===== src/sv/blfd_pkg.sv =====
`timescale 1ns / 1ps

package blfd_pkg;

   // Fixed field widths of the channel payloads.
   localparam int OP_W   = 2;
   localparam int DATA_W = 32;
   localparam int LEN_W  = 7;

   // Operation codes carried in the opcode field.
   typedef enum logic [OP_W-1:0] {
      OP_APPEND = 2'd0,
      OP_DELETE = 2'd1,
      OP_COUNT  = 2'd2,
      OP_NONE   = 2'd3
   } op_type;

   // Status codes of a result beat.
   localparam logic STAT_DONE = 1'b0;
   localparam logic STAT_FULL = 1'b1;

   // Broadcast from the controller to every cell of the chain.
   typedef struct packed {
      logic                     shift;    // every cell not being written takes its right neighbor
      logic                     put;      // the addressed cell takes put_data
      logic signed [DATA_W-1:0] put_data;
   } cell_ctrl_type;

endpackage


===== src/sv/blfd_req_if.sv =====
`timescale 1ns / 1ps

interface blfd_req_if import blfd_pkg::*; ();
   logic                     valid;
   logic                     ready;
   logic [OP_W-1:0]          opcode;
   logic signed [DATA_W-1:0] item_value;
   logic signed [DATA_W-1:0] upper_bound;

   modport source (output valid, output opcode, output item_value, output upper_bound,
                   input ready);
   modport sink   (input valid, input opcode, input item_value, input upper_bound,
                   output ready);
endinterface


===== src/sv/blfd_rsp_if.sv =====
`timescale 1ns / 1ps

interface blfd_rsp_if import blfd_pkg::*; ();
   logic             valid;
   logic             ready;
   logic             status;
   logic [LEN_W-1:0] match_count;
   logic [LEN_W-1:0] list_length;

   modport source (output valid, output status, output match_count, output list_length,
                   input ready);
   modport sink   (input valid, input status, input match_count, input list_length,
                   output ready);
endinterface


===== src/sv/bounded_list_with_filter_delete.sv =====
`timescale 1ns / 1ps

// Ordered list of up to DEPTH signed 32-bit entries held in a chain of cells, one entry per
// cell, with cell 0 as the head. An append writes the new entry at the tail. On a delete or
// a range count the chain rotates one entry per cycle past the comparison logic at the head
// cell, dropping matches on a delete and tallying in-range entries on a count. A new beat is
// accepted once the previous item has moved into the result register, even while that result
// still waits. Entry contents are not cleared at reset; of the list state only the length
// resets to zero, and no entry at or beyond the length is ever observed. match_count and
// list_length carry the low 7 bits.
module bounded_list_with_filter_delete import blfd_pkg::*; #(
   parameter int DEPTH = 64
) (
   input  logic       clock,
   input  logic       reset,
   blfd_req_if.sink   req_bus,
   blfd_rsp_if.source rsp_bus
);

   localparam int IW = $clog2(DEPTH);

   cell_ctrl_type            cell_ctrl;
   logic [IW-1:0]            put_idx;
   logic signed [DATA_W-1:0] cell_data [DEPTH];

   // Sequencer and result register.
   blfd_ctrl #(
      .DEPTH (DEPTH)
   ) u_ctrl (
      .clock     (clock),
      .reset     (reset),
      .req       (req_bus),
      .rsp       (rsp_bus),
      .head_data (cell_data[0]),
      .cell_ctrl (cell_ctrl),
      .put_idx   (put_idx)
   );

   // Cell chain; the last cell closes the ring back to the head.
   for (genvar gi = 0; gi < DEPTH; gi++) begin : g_cell
      blfd_cell #(
         .IW  (IW),
         .IDX (gi)
      ) u_cell (
         .clock      (clock),
         .ctrl       (cell_ctrl),
         .put_idx    (put_idx),
         .right_data (cell_data[(gi + 1) % DEPTH]),
         .data       (cell_data[gi])
      );
   end

endmodule


===== src/sv/blfd_cell.sv =====
`timescale 1ns / 1ps

module blfd_cell import blfd_pkg::*; #(
   parameter int IW  = 6,
   parameter int IDX = 0
) (
   input  logic                     clock,
   input  cell_ctrl_type            ctrl,
   input  logic [IW-1:0]            put_idx,
   input  logic signed [DATA_W-1:0] right_data,
   output logic signed [DATA_W-1:0] data
);

   logic signed [DATA_W-1:0] data_ff;
   logic signed [DATA_W-1:0] data_in;
   logic                     addressed;

   assign addressed = (put_idx == IW'(IDX));

   // A targeted write wins; otherwise the cell shifts or holds.
   always_comb begin
      data_in = data_ff;
      if (ctrl.put && addressed) begin
         data_in = ctrl.put_data;
      end else if (ctrl.shift) begin
         data_in = right_data;
      end
   end

   always_ff @(posedge clock) begin
      data_ff <= data_in;
   end

   assign data = data_ff;

endmodule


===== src/sv/blfd_ctrl.sv =====
`timescale 1ns / 1ps

module blfd_ctrl import blfd_pkg::*; #(
   parameter int DEPTH = 64
) (
   input  logic                     clock,
   input  logic                     reset,
   blfd_req_if.sink                 req,
   blfd_rsp_if.source               rsp,
   input  logic signed [DATA_W-1:0] head_data,
   output cell_ctrl_type            cell_ctrl,
   output logic [$clog2(DEPTH)-1:0] put_idx
);

   localparam int CW = $clog2(DEPTH + 1);
   localparam int IW = $clog2(DEPTH);

   typedef enum logic [2:0] {
      ST_IDLE   = 3'b001,
      ST_EXEC   = 3'b010,
      ST_FINISH = 3'b100
   } state_type;

   state_type                state_ff, state_in;
   op_type                   op_ff, op_in;
   logic signed [DATA_W-1:0] val_ff, val_in;
   logic signed [DATA_W-1:0] hi_ff, hi_in;
   logic [CW-1:0]            cnt_ff, cnt_in;
   logic [CW-1:0]            steps_ff, steps_in;
   logic [CW-1:0]            matches_ff, matches_in;
   logic                     status_ff, status_in;

   logic                     rsp_valid_ff, rsp_valid_in;
   logic                     rsp_status_ff, rsp_status_in;
   logic [LEN_W-1:0]         rsp_match_ff, rsp_match_in;
   logic [LEN_W-1:0]         rsp_len_ff, rsp_len_in;

   logic                     accept;
   logic                     keep;
   logic                     in_range;
   logic                     load_rsp;

   assign accept   = req.valid && req.ready;
   assign req.ready = (state_ff == ST_IDLE);
   assign load_rsp = (state_ff == ST_FINISH) && (!rsp_valid_ff || rsp.ready);

   // Head cell tests: a delete drops equal entries, a count keeps all of them.
   assign in_range = (head_data >= val_ff) && (head_data <= hi_ff);
   assign keep     = (op_ff == OP_DELETE) ? (head_data != val_ff) : 1'b1;

   // Sequencer: one rotation step per cycle while entries remain unvisited.
   always_comb begin
      state_in   = state_ff;
      op_in      = op_ff;
      val_in     = val_ff;
      hi_in      = hi_ff;
      cnt_in     = cnt_ff;
      steps_in   = steps_ff;
      matches_in = matches_ff;
      status_in  = status_ff;
      cell_ctrl  = '{shift: 1'b0, put: 1'b0, put_data: val_ff};
      put_idx    = cnt_ff[IW-1:0];

      unique case (state_ff)
         ST_IDLE: begin
            if (accept) begin
               op_in      = op_type'(req.opcode);
               val_in     = req.item_value;
               hi_in      = req.upper_bound;
               steps_in   = cnt_ff;
               matches_in = '0;
               status_in  = STAT_DONE;
               state_in   = ST_EXEC;
            end
         end
         ST_EXEC: begin
            unique case (op_ff) inside
               OP_APPEND: begin
                  if (cnt_ff == CW'(DEPTH)) begin
                     status_in = STAT_FULL;
                  end else begin
                     cell_ctrl.put = 1'b1;
                     cnt_in        = cnt_ff + 1'b1;
                  end
                  state_in = ST_FINISH;
               end
               OP_DELETE, OP_COUNT: begin
                  if (steps_ff == '0) begin
                     state_in = ST_FINISH;
                  end else begin
                     // Pop the head; a kept entry goes back in at the tail.
                     cell_ctrl.shift    = 1'b1;
                     cell_ctrl.put      = keep;
                     cell_ctrl.put_data = head_data;
                     put_idx            = IW'(cnt_ff - 1'b1);
                     steps_in           = steps_ff - 1'b1;
                     if (!keep) begin
                        cnt_in = cnt_ff - 1'b1;
                     end
                     if (op_ff == OP_COUNT && in_range) begin
                        matches_in = matches_ff + 1'b1;
                     end
                  end
               end
               default: begin
                  state_in = ST_FINISH;
               end
            endcase
         end
         ST_FINISH: begin
            if (load_rsp) begin
               state_in = ST_IDLE;
            end
         end
         default: begin
            state_in = ST_IDLE;
         end
      endcase
   end

   // Result register decouples the finished item from the next one.
   always_comb begin
      rsp_valid_in  = rsp_valid_ff;
      rsp_status_in = rsp_status_ff;
      rsp_match_in  = rsp_match_ff;
      rsp_len_in    = rsp_len_ff;
      if (load_rsp) begin
         rsp_valid_in  = 1'b1;
         rsp_status_in = status_ff;
         rsp_match_in  = LEN_W'(matches_ff);
         rsp_len_in    = LEN_W'(cnt_ff);
      end else if (rsp.ready) begin
         rsp_valid_in = 1'b0;
      end
   end

   always_ff @(posedge clock) begin
      if (reset) begin
         state_ff     <= ST_IDLE;
         cnt_ff       <= '0;
         rsp_valid_ff <= 1'b0;
      end else begin
         state_ff     <= state_in;
         cnt_ff       <= cnt_in;
         rsp_valid_ff <= rsp_valid_in;
      end
   end

   always_ff @(posedge clock) begin
      op_ff         <= op_in;
      val_ff        <= val_in;
      hi_ff         <= hi_in;
      steps_ff      <= steps_in;
      matches_ff    <= matches_in;
      status_ff     <= status_in;
      rsp_status_ff <= rsp_status_in;
      rsp_match_ff  <= rsp_match_in;
      rsp_len_ff    <= rsp_len_in;
   end

   assign rsp.valid       = rsp_valid_ff;
   assign rsp.status      = rsp_status_ff;
   assign rsp.match_count = rsp_match_ff;
   assign rsp.list_length = rsp_len_ff;

   // The list never holds more than DEPTH entries.
   a_cnt_bound: assert property (@(posedge clock) disable iff (reset)
      cnt_ff <= CW'(DEPTH))
      else $error("entry count above depth");

   // Unvisited entries are always a subset of the queue being rotated.
   a_steps_bound: assert property (@(posedge clock) disable iff (reset)
      (state_ff == ST_EXEC) |-> (steps_ff <= cnt_ff))
      else $error("walk step count exceeds queue size");

   // A refused append leaves the length untouched.
   a_full_hold: assert property (@(posedge clock) disable iff (reset)
      (state_ff == ST_EXEC && op_ff == OP_APPEND && cnt_ff == CW'(DEPTH))
      |=> $stable(cnt_ff))
      else $error("refused append changed the length");

   // A range count rotates the list without changing its length.
   a_count_hold: assert property (@(posedge clock) disable iff (reset)
      (state_ff == ST_EXEC && op_ff == OP_COUNT) |=> $stable(cnt_ff))
      else $error("range count changed the length");

endmodule

===== src/flat_wrapper.sv =====
// flat-port wrapper written by rule: the top's interface ports become plain ports
module bounded_list_with_filter_delete_flat import blfd_pkg::*;
#(
   parameter int DEPTH = 64
)
  (clock, reset, req_bus_valid, req_bus_opcode, req_bus_item_value, req_bus_upper_bound, req_bus_ready, rsp_bus_valid, rsp_bus_status, rsp_bus_match_count, rsp_bus_list_length, rsp_bus_ready);
  blfd_req_if req_bus_i ();
  blfd_rsp_if rsp_bus_i ();
  input  logic clock;
  input  logic reset;
  input wire logic [$bits(req_bus_i.valid)-1:0] req_bus_valid;
  input wire logic [$bits(req_bus_i.opcode)-1:0] req_bus_opcode;
  input wire logic [$bits(req_bus_i.item_value)-1:0] req_bus_item_value;
  input wire logic [$bits(req_bus_i.upper_bound)-1:0] req_bus_upper_bound;
  output wire logic [$bits(req_bus_i.ready)-1:0] req_bus_ready;
  output wire logic [$bits(rsp_bus_i.valid)-1:0] rsp_bus_valid;
  output wire logic [$bits(rsp_bus_i.status)-1:0] rsp_bus_status;
  output wire logic [$bits(rsp_bus_i.match_count)-1:0] rsp_bus_match_count;
  output wire logic [$bits(rsp_bus_i.list_length)-1:0] rsp_bus_list_length;
  input wire logic [$bits(rsp_bus_i.ready)-1:0] rsp_bus_ready;
  assign req_bus_i.valid = req_bus_valid;
  assign req_bus_i.opcode = req_bus_opcode;
  assign req_bus_i.item_value = req_bus_item_value;
  assign req_bus_i.upper_bound = req_bus_upper_bound;
  assign req_bus_ready = req_bus_i.ready;
  assign rsp_bus_valid = rsp_bus_i.valid;
  assign rsp_bus_status = rsp_bus_i.status;
  assign rsp_bus_match_count = rsp_bus_i.match_count;
  assign rsp_bus_list_length = rsp_bus_i.list_length;
  assign rsp_bus_i.ready = rsp_bus_ready;
  bounded_list_with_filter_delete #(.DEPTH(DEPTH)) u_core (.clock(clock), .reset(reset), .req_bus(req_bus_i), .rsp_bus(rsp_bus_i));
endmodule

===== config.mk =====
export PLATFORM = sky130hd
export DESIGN_NAME = bounded_list_with_filter_delete_flat
export DESIGN_NICKNAME = d
export VERILOG_FILES = /design/src/sv/blfd_pkg.sv /design/src/sv/blfd_req_if.sv /design/src/sv/blfd_rsp_if.sv /design/src/sv/bounded_list_with_filter_delete.sv /design/src/sv/blfd_cell.sv /design/src/sv/blfd_ctrl.sv /design/src/flat_wrapper.sv
export SDC_FILE = /design/constraint.sdc
export NUM_CORES = 2
export LEC_CHECK = 0
export BUFFER_PORTS_ARGS = -buffer_cell sky130_fd_sc_hd__clkbuf_2
export CORE_UTILIZATION = 60
export CTS_CLUSTER_SIZE = 30
export DETAILED_ROUTE_END_ITERATION = 10
export GPL_TIMING_DRIVEN = 0
export PLACE_DENSITY = 0.76
export REMOVE_ABC_BUFFERS = 1
export SYNTH_ARGS = -nofsm -noshare
export SYNTH_HDL_FRONTEND = slang
export SYNTH_SLANG_ARGS = --single-unit
export TNS_END_PERCENT = 20

===== constraint.sdc =====
create_clock -name clock -period 5.9 [get_ports clock]
set_input_delay 0.59 -clock clock [delete_from_list [all_inputs] [get_ports clock]]
set_output_delay 0.59 -clock clock [all_outputs]
set_load 0.02 [all_outputs]

# Yosys cells after proc, flatten, opt, wreduce, memory -nomap -nowiden
# Index checks and enable logic that the tools add are counted.
classes:
  eq_ne: 81
  reduce_logical: 147
  magnitude_cmp: 2
  mux: 162
  addsub: 4
ops:
  columns: ["cell", "count"]
  rows:
  - ["$mux W32", 129]
  - ["$eq A6 B6 Y1 const B", 32]
  - ["$reduce_bool A2 Y1", 67]
  - ["$eq A6 B5 Y1 const B", 16]
  - ["$mux W7", 10]
  - ["$logic_and A1 B1 Y1", 68]
  - ["$mux W34", 2]
  - ["$eq A6 B4 Y1 const B", 8]
  - ["$pmux W7 S2", 3]
  - ["$ge A32 B32 Y1", 1]
  - ["$le A32 B32 Y1", 1]
  - ["$ne A32 B32 Y1", 1]
  - ["$eq A6 B3 Y1 const B", 4]
  - ["$mux W6", 3]
  - ["$ne A2 B2 Y1 const B", 9]
  - ["$add A7 B1 Y7 const B", 2]
  - ["$sub A7 B1 Y7 const B", 2]
  - ["$eq A6 B2 Y1 const B", 2]
  - ["$mux W3", 4]
  - ["$reduce_and A5 Y1", 2]
  - ["$pmux W3 S3", 1]
  - ["$mux W1", 8]
  - ["$reduce_and A4 Y1", 2]
  - ["$eq A7 B7 Y1 const B", 1]
  - ["17 further kinds", 18]
word_totals:
  elab_cells: 472
  out_inout_bits: 17
  regBits: 2155
  input_bits: 70

# Logic depth before layout (Yosys ltp)
logic_depth:
  ltp_word: 7
  depth_mapped: 12

# Modules after synthesis
# Synthesis repeated with hierarchy kept, for this count alone.
unflattened:
  cells_unflattened: 5060
  area_unflattened_um2: 101404.8
modules_own_cells:
  columns: ["module", "cells_per_inst", "area_per_inst_um2", "n_inst"]
  rows:
  - ["blfd_cell at u_core.g_cell[16].u_cell ...", 70, 1506.4, 14]
  - ["blfd_cell at u_core.g_cell[17].u_cell ...", 70, 1517.7, 8]
  - ["blfd_cell at u_core.g_cell[23].u_cell ...", 71, 1405.1, 8]
  - ["blfd_cell at u_core.g_cell[48].u_cell ...", 70, 1503.9, 5]
  - ["blfd_cell at u_core.g_cell[55].u_cell ...", 71, 1557.7, 4]
  - ["blfd_cell at u_core.g_cell[1].u_cell ...", 71, 1515.2, 4]
  - ["blfd_cell at u_core.g_cell[49].u_cell ...", 70, 1515.2, 4]
  - ["blfd_cell at u_core.g_cell[10].u_cell ...", 71, 1503.9, 4]
  - ["blfd_cell at u_core.g_cell[11].u_cell ...", 71, 1501.4, 4]
  - ["blfd_ctrl", 546, 5954.5, 1]
  - ["blfd_cell at u_core.g_cell[12].u_cell ...", 71, 1507.7, 2]
  - ["blfd_cell at u_core.g_cell[51].u_cell ...", 72, 1501.4, 2]
  - ["blfd_cell at u_core.g_cell[31].u_cell ...", 71, 1393.8, 2]
  - ["blfd_cell at u_core.g_cell[0].u_cell", 71, 1496.4, 1]
  - ["2 more rows", null, null, null]

# Least setup slack after synthesis
# Ideal clock, no wire load.
synth_path:
  kind: "register to register"
  start: "reg u_core.u_ctrl.steps_ff[0]"
  end: "reg u_core.g_cell[37].u_cell.data_ff[0], enable pin"
  path_slack_ns: 2.309
  arrival_time_ns: 3.201
  period_less_slack_ns: 3.591
  required_ns: 5.511
  path_stages_with_launch: 10
  path_cell_list: "edfxtp_1 > inv_1 > ha_1 > or3b_1 > o211ai_4 > mux2_2 > nor3_2 > nand2_2 > buf_2 > nand2_1"
synth_via:
  elab_chain_cells: 7
synth_lines:
  columns: ["element", "line_no", "source"]
  rows:
  - ["start: declaration", "blfd_ctrl.sv:29", "logic [CW-1:0] steps_ff, steps_in;"]
  - ["start signal: assignment", "blfd_ctrl.sv:153", "steps_ff <= steps_in;"]
  - ["$logic_not A7 Y1 *", "blfd_ctrl.sv:88", "if (steps_ff == '0) begin"]
  - ["$mux W6", "blfd_ctrl.sv:88", null]
  - ["$mux W6", "blfd_ctrl.sv:77", "unique case (op_ff) inside"]
  - ["$mux W6", "blfd_ctrl.sv:64", "unique case (state_ff)"]
  - ["$eq A6 B6 Y1", "blfd_cell.sv:18", "assign addressed = (put_idx == IW'(IDX));"]
  - ["$logic_and A1 B1 Y1", "blfd_cell.sv:23", "if (ctrl.put && addressed) begin"]
  - ["$reduce_bool A2 Y1 (no line) *", null, null]
  - ["end signal: assignment", "blfd_cell.sv:31", "data_ff <= data_in;"]
  - ["end: declaration", "blfd_cell.sv:14", "logic signed [DATA_W-1:0] data_ff;"]
# Every way passes the cells marked *; elsewhere a longest branch is shown, timed or not.
# A chain may end at the register's enable or synchronous reset.

# Worst setup path after layout
layout_path:
  start: "reg u_core.u_ctrl.op_ff[0]"
  end: "reg u_core.g_cell[37].u_cell.data_ff[31], enable pin"
layout_via:
  elab_chain_cells: 7
layout_lines:
  columns: ["element", "line_no", "source"]
  rows:
  - ["start: declaration", "blfd_ctrl.sv:25", "op_type op_ff, op_in;"]
  - ["start signal: assignment", "blfd_ctrl.sv:150", "op_ff <= op_in;"]
  - ["$eq A2 B1 Y1 / $eq A2 B2 Y1 (equally long branches)", null, null]
  - ["$reduce_or A2 Y1 / $mux W1 (equally long branches)", "blfd_ctrl.sv:77, blfd_ctrl.sv:49", null]
  - ["$mux W6 / $mux W34 (equally long branches)", "blfd_ctrl.sv:77, blfd_ctrl.sv:88", null]
  - ["$mux W6 / $pmux W1 S2 (equally long branches)", "blfd_ctrl.sv:64, blfd_ctrl.sv:77", null]
  - ["$eq A6 B6 Y1 / $mux W34 (equally long branches)", "blfd_cell.sv:18, blfd_ctrl.sv:64", null]
  - ["$logic_and A1 B1 Y1", "blfd_cell.sv:23", null]
  - ["$reduce_bool A2 Y1 (no line) *", null, null]
# Marks and branches as above.

==> summary.txt <==
Floorplan
  – Starting density of the core: 0.607
  – Die Ht: 398 microns
  – # rows: 144
  – Die Wd: 398 microns
  – Total die area: 0.158 sq mm
  – I/O pins: 87
  – Core area: 0.155 sq mm

Final layout
  – Final net count: 5,399
  – Commonest non-fill, non-tap cell in the layout: edfxtp_1
  – Layout Cells excl Fill: 7,475
  – Area Growth Syn to Fin: 10.4%
  – Share of cells above drive strength 1: 0.479
  – Most frequent cells in the layout: edfxtp_1 (2,144), mux2_2 (1,950), clkbuf_16 (211)

Timing
  – Clock skew: 0.0380 ns
  – Rel. slew slack: 0.118
  – RSZ-0062 raised after global routing: false
  – Fin crit share: 0.924
  – Fmax: 183 MHz
  – Fin. max-slew vios: 0
  – Final setup viols: 0
  – Final hold vios: 0
  – Fin crit period: 5.45 ns
  – Measured slew at the worst slew-check pin: 1.32 ns

Global routing
  – M2 GR Usage: 0.392
  – Initial antenna violation count: 6
  – Via count of the first global-routing pass: 47,700
  – GRT met1 Usage: 0.344
  – Overall Global Routing Usage: 0.244
  – GRT Residual Overflow: 0
  – Grt met3 use: 0.0406
  – Largest net degree at the start of global routing: 45
  – First-pass GRT wire length: 294 mm
  – Most Crowded Layer GR: met2

Placement
  – RePlAce Congestion: 0.848
  – DP HPWL: 121 mm
  – Placed cells: 7,019
  – Port bufs: 86

Synth
  – FFs w/ async S/R, synth: 0
  – Post-Syn Area per Cell: 18.0 sq um
  – Yosys warning count: 0
  – Post-synthesis cell type count: 64
  – Synth Instances: 5,242
  – Top_reg_cell synth: edfxtp_1
  – Number of synthesized flops with an enable pin: 2,144
  – Mapped Area: 0.0941 sq mm
  – Sequential-to-total area share from yosys stat: 0.686
  – Flops & latches, synth: 2,155

Hold path
  – Hold crit path type: in -> reg
  – Hold_sp: reset
  – Hold Path Depth: 2
  – Min-Delay Endpoint: u_core.u_ctrl.rsp.valid

Clocking
  – CTS tree: done
  – CTS buffer count: 209
  – Clk buf depth: 3
  – Worst-path clk slew: 0.06 ns
  – CTS HTree Levels: 4
  – Root Buffer: clkbuf_16
  – CTS Sinks: 2,155
  – Worst-skew pair later-pin latency: 0.85 ns
  – Postcts setup bufs: 0

Pwr
  – Pwr/cell area: 297 mW/mm^2
  – VDD IR max: 0.329 mV
  – Design Power: 30.8 mW
  – Static Leak: 34.6 nW

Critical path
  – Worst Setup End Kind: flip-flop
  – Required time worst endpoint: 6.34 ns
  – Largest fanout on the critical path: 33
  – R2R depth: 10
  – CP Launch Type: flip-flop
  – Setup CP Type: reg -> reg
  – CP arrival: 5.89 ns
  – Worst r2r dst: u_core.g_cell[37].u_cell.data[31]
  – Reg2reg start: u_core.u_ctrl.op_ff[0]
  – CP startpoint: u_core.u_ctrl.op_ff[0]
  – Register-to-register setup slack: 0.45 ns

Drt
  – Vias: 45,900
  – Via/cell ratio: 6.14
  – Initial drt markers: 3,834
  – Drt drc: 0
  – Routed wire length per instance: 25.6 microns
  – First-pass iteration count of the detailed router: 5
  – DRT antenna net count: 0
  – Final wirelength: 191 mm

Run status
  – Status: finished, final reports clean

Flow run
  – # Max-Cap Violations: 0
## metrics by stage
stage,hold slack [ns],area (sq um),setup TNS (ns),worst slack (ns),util
after floorplan,0.400,91600,-288.79,-0.415,-
after global routing,0.108,104000,0,0.135,0.671
final,0.132,104000,0,0.448,0.671
after CTS,0.0543,104000,-0.0141,-0.00196,0.670
after detailed placement,0.438,96700,-10.89,-0.181,0.624
after global placement,0.432,94600,-,-9.28,0.610
## registers in the layout, indices dropped and copies added (netlist names), 7 cells and up
name                           flops
u_core.g_cell.u_cell.data       2048
u_core.u_ctrl.cnt_ff               7
u_core.u_ctrl.hi_ff               32
u_core.u_ctrl.matches_ff           7
u_core.u_ctrl.rsp.list_length      7
u_core.u_ctrl.rsp.match_count      7
u_core.u_ctrl.steps_ff             7
u_core.u_ctrl.val_ff              32
## power breakdown
group          switching (mW)  total, mW  internal, mW  leakage (nW)
logic                   0.776       1.15         0.372          12.0
registers              0.0686       16.9          16.9          19.5
clock network            5.77       12.8          6.99          3.14
## area by class of cell
| cell class | count | area [sq um] |
|---|---|---|
| flip-flops and latches | 2155 | 64600 |
| multi-input cells | 2579 | 27200 |
| well taps | 2044 | 2560 |
| fillers | 9871 | 51000 |
| repair buffers | 233 | 2800 |
| clock inverters | 126 | 1020 |
| clock buffers | 260 | 5460 |
| diodes | 1 | 2.50 |
| inverters | 77 | 290 |
## cell families after synthesis
logic type / Yosys count / synth area share
simple gates: 312 / 0.0175
buf+inv: 509 / 0.0301
fa+ha+maj: 74 / 0.00984
flops: 2155 / 0.686
mux: 2051 / 0.246
compound gates: 119 / 0.00776
xor+xnor: 22 / 0.00221
## how the worst max path moves through the flow
stage | end | slack (ns) | depth (start not counted)
6_report | u_core.g_cell[37].u_cell.data[31] | 0.45 | 10
5_1_grt | u_core.g_cell[37].u_cell.data[21] | 0.14 | 10
4_1_cts | u_core.g_cell[42].u_cell.data[31] | -0.002 | 8
3_5_place_dp | u_core.g_cell[41].u_cell.data[1] | -0.18 | 9
3_3_place_gp | u_core.g_cell[52].u_cell.data[18] | -9.28 | 6
2_1_floorplan | u_core.g_cell[57].u_cell.data[0] | -0.41 | 9
## routing by layer
| metal | part of all wire | vias up | wire (microns) |
|---|---|---|---|
| met5 | 0.000068 | - | 13 |
| met4 | 0.026 | 2 | 4910 |
| met3 | 0.060 | 331 | 11400 |
| met2 | 0.48 | 1400 | 91700 |
| met1 | 0.44 | 23900 | 83400 |
| li1 | - | 20300 | - |
## worst max-delay path: stages, from the launching register on
cell      delay [ns]
edfxtp_1        0.49
inv_1           0.10
ha_1            0.53
and4bb_2        0.36
o21ai_4         0.14
buf_12          0.21
nor2_1          0.18
a22oi_4         0.17
nor3_2          0.95
nand2_2         0.83
nand2_2         1.00
## synth_stat cells, types with 22 or more instances
| cell | number | area, sq um |
|---|---|---|
| inv_1 | 76 | 285 |
| buf_6 | 86 | 968 |
| buf_4 | 42 | 315 |
| nand2_1 | 115 | 432 |
| o21ai_1 | 31 | 155 |
| a21oi_1 | 26 | 130 |
| nor2_1 | 31 | 116 |
| or2_2 | 25 | 156 |
| nand2_2 | 33 | 206 |
| clkbuf_1 | 212 | 796 |
| mux2_2 | 1950 | 22000 |
| mux2_1 | 77 | 867 |
| ha_1 | 74 | 926 |
| buf_2 | 91 | 455 |
| edfxtp_1 | 2144 | 64400 |
| mux2_4 | 22 | 330 |
| o21ai_0 | 24 | 120 |
## repair_timing
item	4_1_cts	5_1_grt
setup endpoints to repair	64	0
hold endpoints to repair	66	0
gates resized for setup	1	0
hold buffers	66	0
(Power assumes the default switching activity.)
